### src/rtl/core/svq_pkg.sv
// ----------------------------------------------------------------------------
// svq_pkg
// Shared types, codes and sizes for the split virtqueue device side.
// ----------------------------------------------------------------------------
package svq_pkg;

  localparam int QUEUE_DEPTH  = 256;
  localparam int SLOT_W       = $clog2(QUEUE_DEPTH);
  localparam int SIZE_W       = 9;
  localparam int MAX_SEGMENTS = 16;
  localparam int SEG_W        = 5;

  typedef enum logic [2:0] {
    CMD_WR_DESC   = 3'd0,
    CMD_WR_AVAIL  = 3'd1,
    CMD_SET_AVAIL = 3'd2,
    CMD_FETCH     = 3'd3,
    CMD_RETURN    = 3'd4,
    CMD_POLL      = 3'd5,
    CMD_SUPPRESS  = 3'd6,
    CMD_RD_USED   = 3'd7
  } cmd_e;

  typedef enum logic [2:0] {
    ST_OK          = 3'd0,
    ST_CLOSED      = 3'd1,
    ST_NO_BUF      = 3'd2,
    ST_NOT_VALID   = 3'd3,
    ST_TOO_BIG     = 3'd4,
    ST_AVAIL_RANGE = 3'd5,
    ST_HEAD_RANGE  = 3'd6
  } status_e;

  typedef enum logic [1:0] {
    CFG_ENABLE  = 2'd0,
    CFG_SIZE    = 2'd1,
    CFG_MAX_IN  = 2'd2,
    CFG_MAX_OUT = 2'd3
  } cfg_reg_e;

  typedef enum logic [2:0] {
    S_IDLE, S_DECODE, S_MOD_WAIT, S_HEAD_CHK, S_DESC_CHK, S_FINAL
  } state_t;

  typedef enum logic [3:0] {
    OP_NONE, OP_ACCEPT, OP_WR_DESC, OP_WR_AVAIL, OP_SET_AVAIL, OP_MOD_AVAIL,
    OP_MOD_USED, OP_RD_AVAIL, OP_TAKE_HEAD, OP_SEG, OP_RET_WR, OP_POLL,
    OP_SUPPRESS, OP_RD_USED
  } dp_op_t;

  typedef struct packed {
    logic [2:0]  command;
    logic [15:0] index;
    logic [63:0] buf_addr;
    logic [31:0] buf_len;
    logic [1:0]  desc_bits;
    logic [15:0] next_index;
  } in_item_t;

  typedef struct packed {
    logic [2:0]       status;
    logic [15:0]      head_id;
    logic             writable;
    logic [63:0]      seg_addr;
    logic [31:0]      seg_len;
    logic [SEG_W-1:0] in_count;
    logic [SEG_W-1:0] out_count;
    logic [31:0]      in_total;
    logic [31:0]      out_total;
    logic [15:0]      count;
    logic             no_notify;
    logic             last;
  } out_item_t;

  typedef struct packed {
    dp_op_t  op;
    logic    push_final;
    status_e status;
  } ctrl_cmd_t;

  typedef struct packed {
    cmd_e command;
    logic enabled;
    logic idx_big;
    logic idx_ge_size;
    logic pend_zero;
    logic pend_over;
    logic mod_busy;
    logic head_ge_size;
    logic lim_hit;
    logic has_next;
    logic link_ge_size;
    logic out_free;
  } dp_stat_t;

endpackage

### src/rtl/core/svq_ctrl.sv
// ----------------------------------------------------------------------------
// svq_ctrl
// Command sequencer: decodes a beat, steps the chain walk, closes the result.
// ----------------------------------------------------------------------------
module svq_ctrl import svq_pkg::*; (
  input  logic      clk,
  input  logic      rst_n,
  input  logic      in_valid,
  output logic      in_ready,
  input  dp_stat_t  stat,
  output ctrl_cmd_t cmd
);

  state_t  state_r, state_nxt;
  status_e status_r, status_nxt;

  always_comb begin
    state_nxt  = state_r;
    status_nxt = status_r;
    unique case (state_r)
      S_IDLE: if (in_valid) state_nxt = S_DECODE;
      S_DECODE: begin
        state_nxt  = S_FINAL;
        status_nxt = ST_OK;
        unique case (stat.command)
          CMD_WR_DESC, CMD_WR_AVAIL, CMD_RD_USED: begin
            if (stat.idx_big) status_nxt = ST_NOT_VALID;
          end
          CMD_FETCH: begin
            priority if (!stat.enabled) status_nxt = ST_CLOSED;
            else if (stat.pend_over)    status_nxt = ST_AVAIL_RANGE;
            else if (stat.pend_zero)    status_nxt = ST_NO_BUF;
            else                        state_nxt  = S_MOD_WAIT;
          end
          CMD_RETURN: begin
            priority if (!stat.enabled) status_nxt = ST_CLOSED;
            else if (stat.idx_ge_size)  status_nxt = ST_NOT_VALID;
            else                        state_nxt  = S_MOD_WAIT;
          end
          default: ;
        endcase
      end
      S_MOD_WAIT: begin
        if (!stat.mod_busy) begin
          state_nxt = (stat.command == CMD_FETCH) ? S_HEAD_CHK : S_FINAL;
        end
      end
      S_HEAD_CHK: begin
        if (stat.head_ge_size) begin
          state_nxt  = S_FINAL;
          status_nxt = ST_HEAD_RANGE;
        end else begin
          state_nxt  = S_DESC_CHK;
        end
      end
      S_DESC_CHK: begin
        priority if (stat.lim_hit) begin
          state_nxt  = S_FINAL;
          status_nxt = ST_TOO_BIG;
        end else if (stat.out_free) begin
          if (!stat.has_next) begin
            state_nxt = S_FINAL;
          end else if (stat.link_ge_size) begin
            state_nxt  = S_FINAL;
            status_nxt = ST_NOT_VALID;
          end
        end
      end
      S_FINAL: if (stat.out_free) state_nxt = S_IDLE;
      default: state_nxt = S_IDLE;
    endcase
  end

  always_comb begin
    cmd        = '{op: OP_NONE, push_final: 1'b0, status: status_r};
    in_ready   = 1'b0;
    unique case (state_r)
      S_IDLE: begin
        in_ready = 1'b1;
        if (in_valid) cmd.op = OP_ACCEPT;
      end
      S_DECODE: begin
        unique case (stat.command)
          CMD_WR_DESC:   if (!stat.idx_big) cmd.op = OP_WR_DESC;
          CMD_WR_AVAIL:  if (!stat.idx_big) cmd.op = OP_WR_AVAIL;
          CMD_SET_AVAIL: cmd.op = OP_SET_AVAIL;
          CMD_FETCH: begin
            if (stat.enabled && !stat.pend_over && !stat.pend_zero) cmd.op = OP_MOD_AVAIL;
          end
          CMD_RETURN:    if (stat.enabled && !stat.idx_ge_size) cmd.op = OP_MOD_USED;
          CMD_POLL:      cmd.op = OP_POLL;
          CMD_SUPPRESS:  cmd.op = OP_SUPPRESS;
          CMD_RD_USED:   if (!stat.idx_big) cmd.op = OP_RD_USED;
        endcase
      end
      S_MOD_WAIT: begin
        if (!stat.mod_busy) cmd.op = (stat.command == CMD_FETCH) ? OP_RD_AVAIL : OP_RET_WR;
      end
      S_HEAD_CHK: cmd.op = OP_TAKE_HEAD;
      S_DESC_CHK: if (!stat.lim_hit && stat.out_free) cmd.op = OP_SEG;
      S_FINAL:    cmd.push_final = stat.out_free;
      default: ;
    endcase
  end

  always_ff @(posedge clk) begin
    if (!rst_n) begin
      state_r  <= S_IDLE;
      status_r <= ST_OK;
    end else begin
      state_r  <= state_nxt;
      status_r <= status_nxt;
    end
  end

  a_push_exclusive: assert property (@(posedge clk) disable iff (!rst_n)
    !(cmd.push_final && cmd.op == OP_SEG))
    else $error("segment and closing result pushed together");

  a_push_has_room: assert property (@(posedge clk) disable iff (!rst_n)
    (cmd.push_final || cmd.op == OP_SEG) |-> stat.out_free)
    else $error("result pushed over an untaken result");

  a_accept_decodes: assert property (@(posedge clk) disable iff (!rst_n)
    (in_ready && in_valid) |=> state_r == S_DECODE)
    else $error("accepted beat not decoded");

  a_walk_only_fetch: assert property (@(posedge clk) disable iff (!rst_n)
    (state_r == S_DESC_CHK) |-> stat.command == CMD_FETCH)
    else $error("chain walk outside a fetch");

endmodule

### config.mk
export PLATFORM = sky130hd
export DESIGN_NAME = svq_ctrl
export DESIGN_NICKNAME = d
export VERILOG_FILES = /design/src/rtl/core/svq_pkg.sv /design/src/rtl/core/svq_ctrl.sv
export SDC_FILE = /design/constraint.sdc
export NUM_CORES = 1
export LEC_CHECK = 0
export ABC_AREA = 0
export BUFFER_PORTS_ARGS = -buffer_cell sky130_fd_sc_hd__buf_2
export CELL_PAD_IN_SITES_DETAIL_PLACEMENT = 0
export CELL_PAD_IN_SITES_GLOBAL_PLACEMENT = 1
export CORE_MARGIN = 2
export CORE_UTILIZATION = 36
export CTS_BUF_LIST = sky130_fd_sc_hd__clkbuf_16
export CTS_CLUSTER_DIAMETER = 100
export CTS_CLUSTER_SIZE = 25
export DETAILED_ROUTE_END_ITERATION = 6
export GPL_ROUTABILITY_DRIVEN = 0
export PLACE_DENSITY_LB_ADDON = 0.08
export SETUP_SLACK_MARGIN = 0.5
export SLEW_MARGIN = 20
export SYNTH_ARGS = -nofsm -noshare
export SYNTH_HDL_FRONTEND = slang
export SYNTH_SLANG_ARGS = --single-unit
### constraint.sdc
create_clock -name clk -period 2.3 [get_ports clk]
set_clock_uncertainty 0.15 [all_clocks]
set_input_delay 0.46 -clock clk [delete_from_list [all_inputs] [get_ports clk]]
set_output_delay 0.46 -clock clk [all_outputs]
set_load 0.02 [all_outputs]
### Word-level counts from Yosys, hierarchy flattened

Cells that the tools add are included.

* eq/ne operators: 20
* multiplexer cells: 42
* reduce and logical (&&, ||, !) cells: 14

Operators by type and width (count)
* two-way mux 3 bit: 22
* case mux 4 bit (8 select lines): 1
* case mux 4 bit (5 select lines): 1
* equality test 3 bit, second input constant: 6
* case mux 3 bit (3 select lines): 2
* case mux 3 bit (6 select lines): 1
* two-way mux 4 bit: 4
* equality test 3 x 2 -> 1 bit, second input constant: 4
* two-way mux 2 bit: 6
* AND reduction 5 bit: 2
* inequality test 3 bit, second input constant: 3
* inequality test 2 bit, second input constant: 4
* equality test 3 x 1 -> 1 bit, second input constant: 2
* zero test 3 bit: 2
* case mux 3 bit (2 select lines): 1
* logical AND 1 bit: 4
* zero test 1 bit: 4
* two-way mux 1 bit: 4
* inequality test 4 bit, second input constant: 1
* nonzero test 3 bit: 1
* OR reduction 3 bit: 1

* bits in registers: 6
* input port bits: 17
* output and inout port bits: 9
* word-level logic and storage cells: 78

### Longest topological paths before layout

Gate-level depths: netlist of the first run.

* depth in word-level cells: 6
* mapped depth: 5
* depth with buffers taken out: 4

### Least setup slack after synthesis of the first run

OpenSTA, ideal clock, no wires.

* kind: register -> output
* start point: reg state_r[1]
* end point: out cmd[4] (netlist bit)
* arrival time: 1564 ps
* required time: 1690 ps
* path slack: 126 ps
* cell stages (with the launch flop): 6
* buffers on the path: 2
* path through: dfxtp_1 > buf_2 > buf_2 > nor3_1 > a22oi_1 > nand3_1

RTL lines
* start: declaration: line svq_ctrl.sv:14 `state_t state_r, state_nxt;`
* start signal: assignment: line svq_ctrl.sv:111 `state_r <= state_nxt;`
* end: declaration: line svq_ctrl.sv:11 `output ctrl_cmd_t cmd`

==> results of run 1 <==
## worst max-delay path, cell delays in order, from the launching register on
cell      delay (ps)
dfxtp_4          350
buf_8            130
nor4b_4          260
a22o_1           200
a221oi_2          70
nor2_2            90
buf_6            120
## what timing repair did
action	4_1_cts	5_1_grt
hold buffers	0	0
endpoints found under the setup margin	10	10
gates resized for setup	33	7
pin swaps	11	7
buffers inserted	8	2
gates cloned	0	0
## per-layer routing
layer / vias up / global-route usage (%)
li1: 488 / -
met1: 469 / 31.4
met2: 28 / 33.8
met3: 0 / 5.43
met4: 0 / 2.56
met5: - / 0
## worst min path at each step
stage,slack [ps],cells after the start,startpoint,to
floorplan,430,1,rst_n,status_r[2]$_SDFFE_PN0P_
finish,360,2,status_r[1]$_SDFFE_PN0P_,status_r[1]$_SDFFE_PN0P_
global route,390,2,rst_n,status_r[2]$_SDFFE_PN0P_
global placement,370,2,status_r[1]$_SDFFE_PN0P_,status_r[1]$_SDFFE_PN0P_
detailed placement,370,2,status_r[1]$_SDFFE_PN0P_,status_r[1]$_SDFFE_PN0P_
CTS,380,2,status_r[1]$_SDFFE_PN0P_,status_r[1]$_SDFFE_PN0P_
## power by group through the flow
stage	registers [mW]	logic, mW	clock network (mW)
2_1_floorplan	0.216	0.530	0
3_3_place_gp	0.212	0.677	0
3_5_place_dp	0.217	0.682	0
4_1_cts	0.201	0.901	0.285
5_1_grt	0.209	1.05	0.290
6_report	0.202	0.975	0.279
## logic make-up after synthesis
kind of cell	synth area share, %
and+or+nand+nor	37.9
AOI/OAI and AO/OA	40.1
DFF	14.1
buffers and inverters	7.95
## area by class of cell
| class | count | area [um^2] | area share (%) |
|---|---|---|---|
| repair buffers | 41 | 340 | 25.2 |
| inverters | 6 | 25.0 | 1.85 |
| flip-flops and latches | 6 | 131 | 9.72 |
| multi-input cells | 87 | 744 | 55.1 |
| clock buffers | 3 | 75.1 | 5.56 |
| well taps | 28 | 35.0 | 2.59 |
## cells in the final DEF, fill, tap and decap left out, types with 4 or more instances in the layout
cell and n:
buf_2 16, nor2b_1 5, a21oi_1 5, nand3_1 4, buf_4 10, nand2_1 5
nand2b_1 4, inv_1 4, buf_6 12
## per-stage QoR
stage               power [mW]  hold WS [ps]  utilization (%)  std cells
floorplan                0.746           428                -        105
global placement         0.889           374             47.8        158
detailed placement       0.899           374             47.8        158
CTS                       1.39           375             58.9        169
global route              1.55           394             61.1        171
finish                    1.46           360             61.1        171
## cell usage after synthesis, types with 2 or more instances
| cell type | n |
|---|---|
| nor3_1 | 2 |
| a221oi_1 | 2 |
| buf_6 | 2 |
| o21bai_1 | 2 |
| buf_2 | 4 |
| and3b_1 | 3 |
| nor2b_1 | 5 |
| o21a_1 | 2 |
| nor2_1 | 4 |
| nand2b_1 | 4 |
| dfxtp_1 | 6 |
| nand2_1 | 7 |
| inv_1 | 5 |
| a21oi_1 | 5 |
| a32oi_1 | 2 |
| nor3b_1 | 2 |
| o21ai_0 | 4 |
| o211ai_1 | 2 |
| a31oi_1 | 3 |
| nand3_1 | 6 |
| and2_1 | 3 |
| a21boi_0 | 2 |
| o32ai_1 | 2 |
## flip-flops by register name (all words and copies together), names as in the netlist
| name | cells |
|---|---|
| status_r | 3 |
| state_r | 3 |
==> results.yml, run 1 <==
power_and_ir_drop:
  p_comb_share_pct: 66.9
  powerDensity_nw_per_um2: 1080
  p_switching_mw: 0.564
  clockPowerShare_pct: 19.2
  swShare_pct: 38.7
  internal-power_mw: 0.892
  seq_power_share_pct: 13.9
  leakage_nw: 0.560
  irDropWorstVdd_mv: 0.724
worst_setup_path:
  worstSetupPathType: "flop to output port"
  cp-endpoint: "cmd[6]"
  cp.arrival_ps: 1450
  reg2reg_setup_slack_ps: 570
  crit_required_ps: 1690
  cp-startpoint: "state_r[0]$_SDFFE_PN0P_"
  worstSetupStartpointType: "flop"
  reg2reg_from: "state_r[2]$_SDFFE_PN0P_"
  rr_worst_depth: 5
  path_max_fanout: 4
  endpoint_kind: "output port"
  reg2reg_to: "state_r[0]$_SDFFE_PN0P_"
placed_design:
  dpl-instance-area_um2: 1060
  pre_cts_ws_ps: 180
  portBuffers: 25
  dp_hpwl_um: 1890
min_path:
  hold_path_class: "flop to flop"
die:
  dieHeight_um: 52.6
  die_width_um: 52.6
  rows: 17
  start_util_pct: 38.4
  pin_count: 26
  core_um2: 2210
  dieArea_um2: 2760
flow_run:
  drv_cap: 0
sta:
  tightest_slew_ps: 379
  rsz0062_at_grt: "true"
  period_share_pct: 89.7
  fin_ws_ps: 236
  final.setup.tns_ps: 0
  layout_min_cycle_time_ps: 2060
  max_freq_mhz: 485
  setup_viol: 0
  maxSlewHeadroom_pct: 74.5
  final-max-slew-violation-count: 0
  hold_violations: 0
clock_tree:
  clk_path_buf_depth: 2
  h-tree-depth: 1
  worstSkewPairLatency_ps: 230
  cts_tree: "built"
  clkSinkCount: 6
  root_buffer: "clkbuf_16"
  clkTransAtPathRegs_ps: 30
  cts_buffers: 3
cells_and_area:
  syn2layout_area_growth_pct: 59.1
  insertedDiodeCount: 0
  final_area_um2: 1350
  layout.nets: 162
  drive_gt1_share_pct: 51.0
  fillers: 201
routing:
  drtIter0Drc: 20
  wl_met3_um: 117
  routedWlPerCell_um: 15.5
  drc: 0
  firstDrtPassIters: 4
  topRoutingLayerUsed: "met3"
  drt-met1-wl_um: 1280
  ant_nets: 0
  wl_met2_um: 1250
  routed_wl_um: 2650
  viasPerCell: 5.76
  route.vias.total: 985
logic_synthesis:
  syn-cell-area_um2: 850
  yosysUniqueCellTypes: 49
  synth_edf_count: 0
  syn_nets: 122
  synthArstFlopShare_pct: 0
  yosysTopAreaCell: "dfxtp_1"
  yosysTopAreaCellShare_pct: 14.1
  postSynthAreaPerCell_um2: 8.09
  synthCells: 105
  synth_warnings: 0
  yosysSeqAreaShare_pct: 14.1
  ys_ff_latch: 6
  synthTopCellsByArea: "dfxtp_1 14%, nor2b_1 3.7%, nand3_1 3.5%"
  synthFlopType: "dfxtp_1"
global_route:
  grt_max_degree: 17
  antenna_found_initial: 0
  grt-ovfl-total: 0
  grt_first_pass_wirelength_um: 4490
  grt_use_total_pct: 21.9
  grt_pass1_vias: 924
outcome:
  status: "finished, final reports clean"
No activity file was read; power rests on OpenSTA's default activity.
==> inputs of run 2 (changes only) <==
Settings changed: PLACE_DENSITY from default to 0.82, PLACE_DENSITY_LB_ADDON 0.08 to default, SETUP_SLACK_MARGIN 0.5 to default.
==> run 2 against run 1 <==
  * Critical path depth down 1
  * Setup slack got worse by 140 ps
  * Fmax shrank 6.3%
  * Combinational power is 32% lower
  * Via count is 6.3% lower
  * Largest power group unchanged
  * Largest cell class unchanged
  * Critical endpoint is now cmd[4]
  * Highest routed layer is now met4
==> results.yml, run 2 (same netlist as run 1, synthesis figures left out) <==
sta:
  maxSlewHeadroom_pct: 74.2
  setup_viol: 0
  tightest_slew_ps: 385
  final-max-slew-violation-count: 0
  period_share_pct: 95.8
  hold_violations: 0
  final.setup.tns_ps: 0
  max_freq_mhz: 454
  rsz0062_at_grt: "false"
  layout_min_cycle_time_ps: 2200
  timing.hold.ws_ps: 368
cells_and_area:
  largestRegisters: "state_r: 3 flops, status_r: 3 flops"
  final_common_cell: "buf_2"
  multi_input_area_um2: 667
  layout.nets: 151
  final_util_pct: 49.1
  fillers: 233
  syn2layout_area_growth_pct: 27.8
  insertedDiodeCount: 0
  ff_latch_area_um2: 121
  drive_gt1_share_pct: 37.1
  most-common-layout-cells: "25 x buf_2, 7 x nand2_1, 6 x nand3_1"
  final_area_um2: 1090
routing:
  drtIter0Drc: 21
  ant_nets: 0
  routedWlPerCell_um: 14.3
  viasPerCell: 5.77
  route.vias.total: 923
  routed_wl_um: 2280
  firstDrtPassIters: 4
  drc: 0
clock_tree:
  root_buffer: "clkbuf_16"
  clkSinkCount: 6
  clkTransAtPathRegs_ps: 40
  h-tree-depth: 1
  cts_tree: "built"
  postCtsSetupRepairBufs: 0
  clk_path_buf_depth: 2
  cts_buffers: 3
  worstSkewPairLatency_ps: 240
worst_setup_path:
  cp.arrival_ps: 1590
  worstSetupStartpointType: "flop"
  path_max_fanout: 6
  crit_required_ps: 1690
  worstSetupPathType: "flop to output port"
  endpoint_kind: "output port"
placed_design:
  dpl-instance-area_um2: 1000
  portBuffers: 25
  dp_hpwl_um: 1780
power_and_ir_drop:
  swShare_pct: 42.3
  irDropWorstVdd_mv: 0.530
  powerDensity_nw_per_um2: 1060
  clockPowerShare_pct: 25.7
  seq_power_share_pct: 16.4
  internal-power_mw: 0.661
  leakage_nw: 0.452
  p_comb_share_pct: 57.9
  fin_total_pwr_mw: 1.15
  p_switching_mw: 0.485
min_path:
  hold_path_class: "input pin to flop"
flow_run:
  drv_cap: 0
die:
  dieArea_um2: 2760
  start_util_pct: 38.4
  rows: 17
  core_um2: 2210
  pin_count: 26
  dieHeight_um: 52.6
  die_width_um: 52.6
outcome:
  status: "finished, final reports clean"
global_route:
  grt_pass1_vias: 859
  grt_first_pass_wirelength_um: 3790
  grt_use_total_pct: 18.6
  antenna_found_initial: 0
  grt_max_degree: 17
  grt-ovfl-total: 0
## run 2: cell count changes in the layout (fill, tap and decap cells not counted), moves of 3 or more
cell / delta
buf_2: +9
buf_4: -5
buf_6: -12
dfxtp_4: -3
## run 2: repair_timing
| item | in CTS | in global routing |
|---|---|---|
| endpoints found under the setup margin | 0 | 1 |
| hold buffers | 0 | 0 |
| hold endpoints to repair | 0 | 0 |
| resized for setup | 0 | 2 |
## run 2: critical path, cell delays in order, from the launching register on
cell and delay, ps:
dfxtp_1 380, nor3b_4 320, nand2_1 90, a311o_1 320, nand3_1 80, buf_2 160
## run 2: metal layers
metal  track usage (%)  wire length (um)  vias to the layer above
met5                 0                 0                        -
met4              7.69                34                        0
met3              3.71               115                        2
met2              30.2              1080                       30
met1              23.7              1050                      428
li1                  -                 -                      463
## run 2: path summary, 6_finish.rpt
| check | from | endpoint | slack [ps] | cells after the start |
|---|---|---|---|---|
| worst min-delay path | rst_n | status_r[2]$_SDFFE_PN0P_ | 370 | 2 |
| worst max-delay path | state_r[2]$_SDFFE_PN0P_ | cmd[4] | 100 | 5 |
| worst max register to register | state_r[2]$_SDFFE_PN0P_ | status_r[0]$_SDFFE_PN0P_ | 400 | 5 |
| worst min register to register | status_r[1]$_SDFFE_PN0P_ | status_r[1]$_SDFFE_PN0P_ | 380 | 2 |
## run 2: metrics by stage
step,worst slack [ps],std cells
after floorplan,126,105
after global placement,84.9,157
after detailed placement,85.2,157
after CTS,76.0,160
after global routing,3.29,160
final,97.0,160
## run 2: cell type report
type	instances	share of cell area [%]
repair buffers	30	15.0
inverters	6	2.30
flip-flops and latches	6	11.2
well taps	28	3.23
clock buffers	3	6.91
multi-input cells	87	61.4
## run 2: power groups by stage
| stage | sequential (mW) | clock, mW | combinational, mW |
|---|---|---|---|
| final | 0.188 | 0.295 | 0.664 |
| after global routing | 0.193 | 0.298 | 0.728 |
| after CTS | 0.185 | 0.297 | 0.665 |
| after detailed placement | 0.186 | 0 | 0.664 |
| after global placement | 0.184 | 0 | 0.662 |
| after floorplan | 0.211 | 0 | 0.493 |
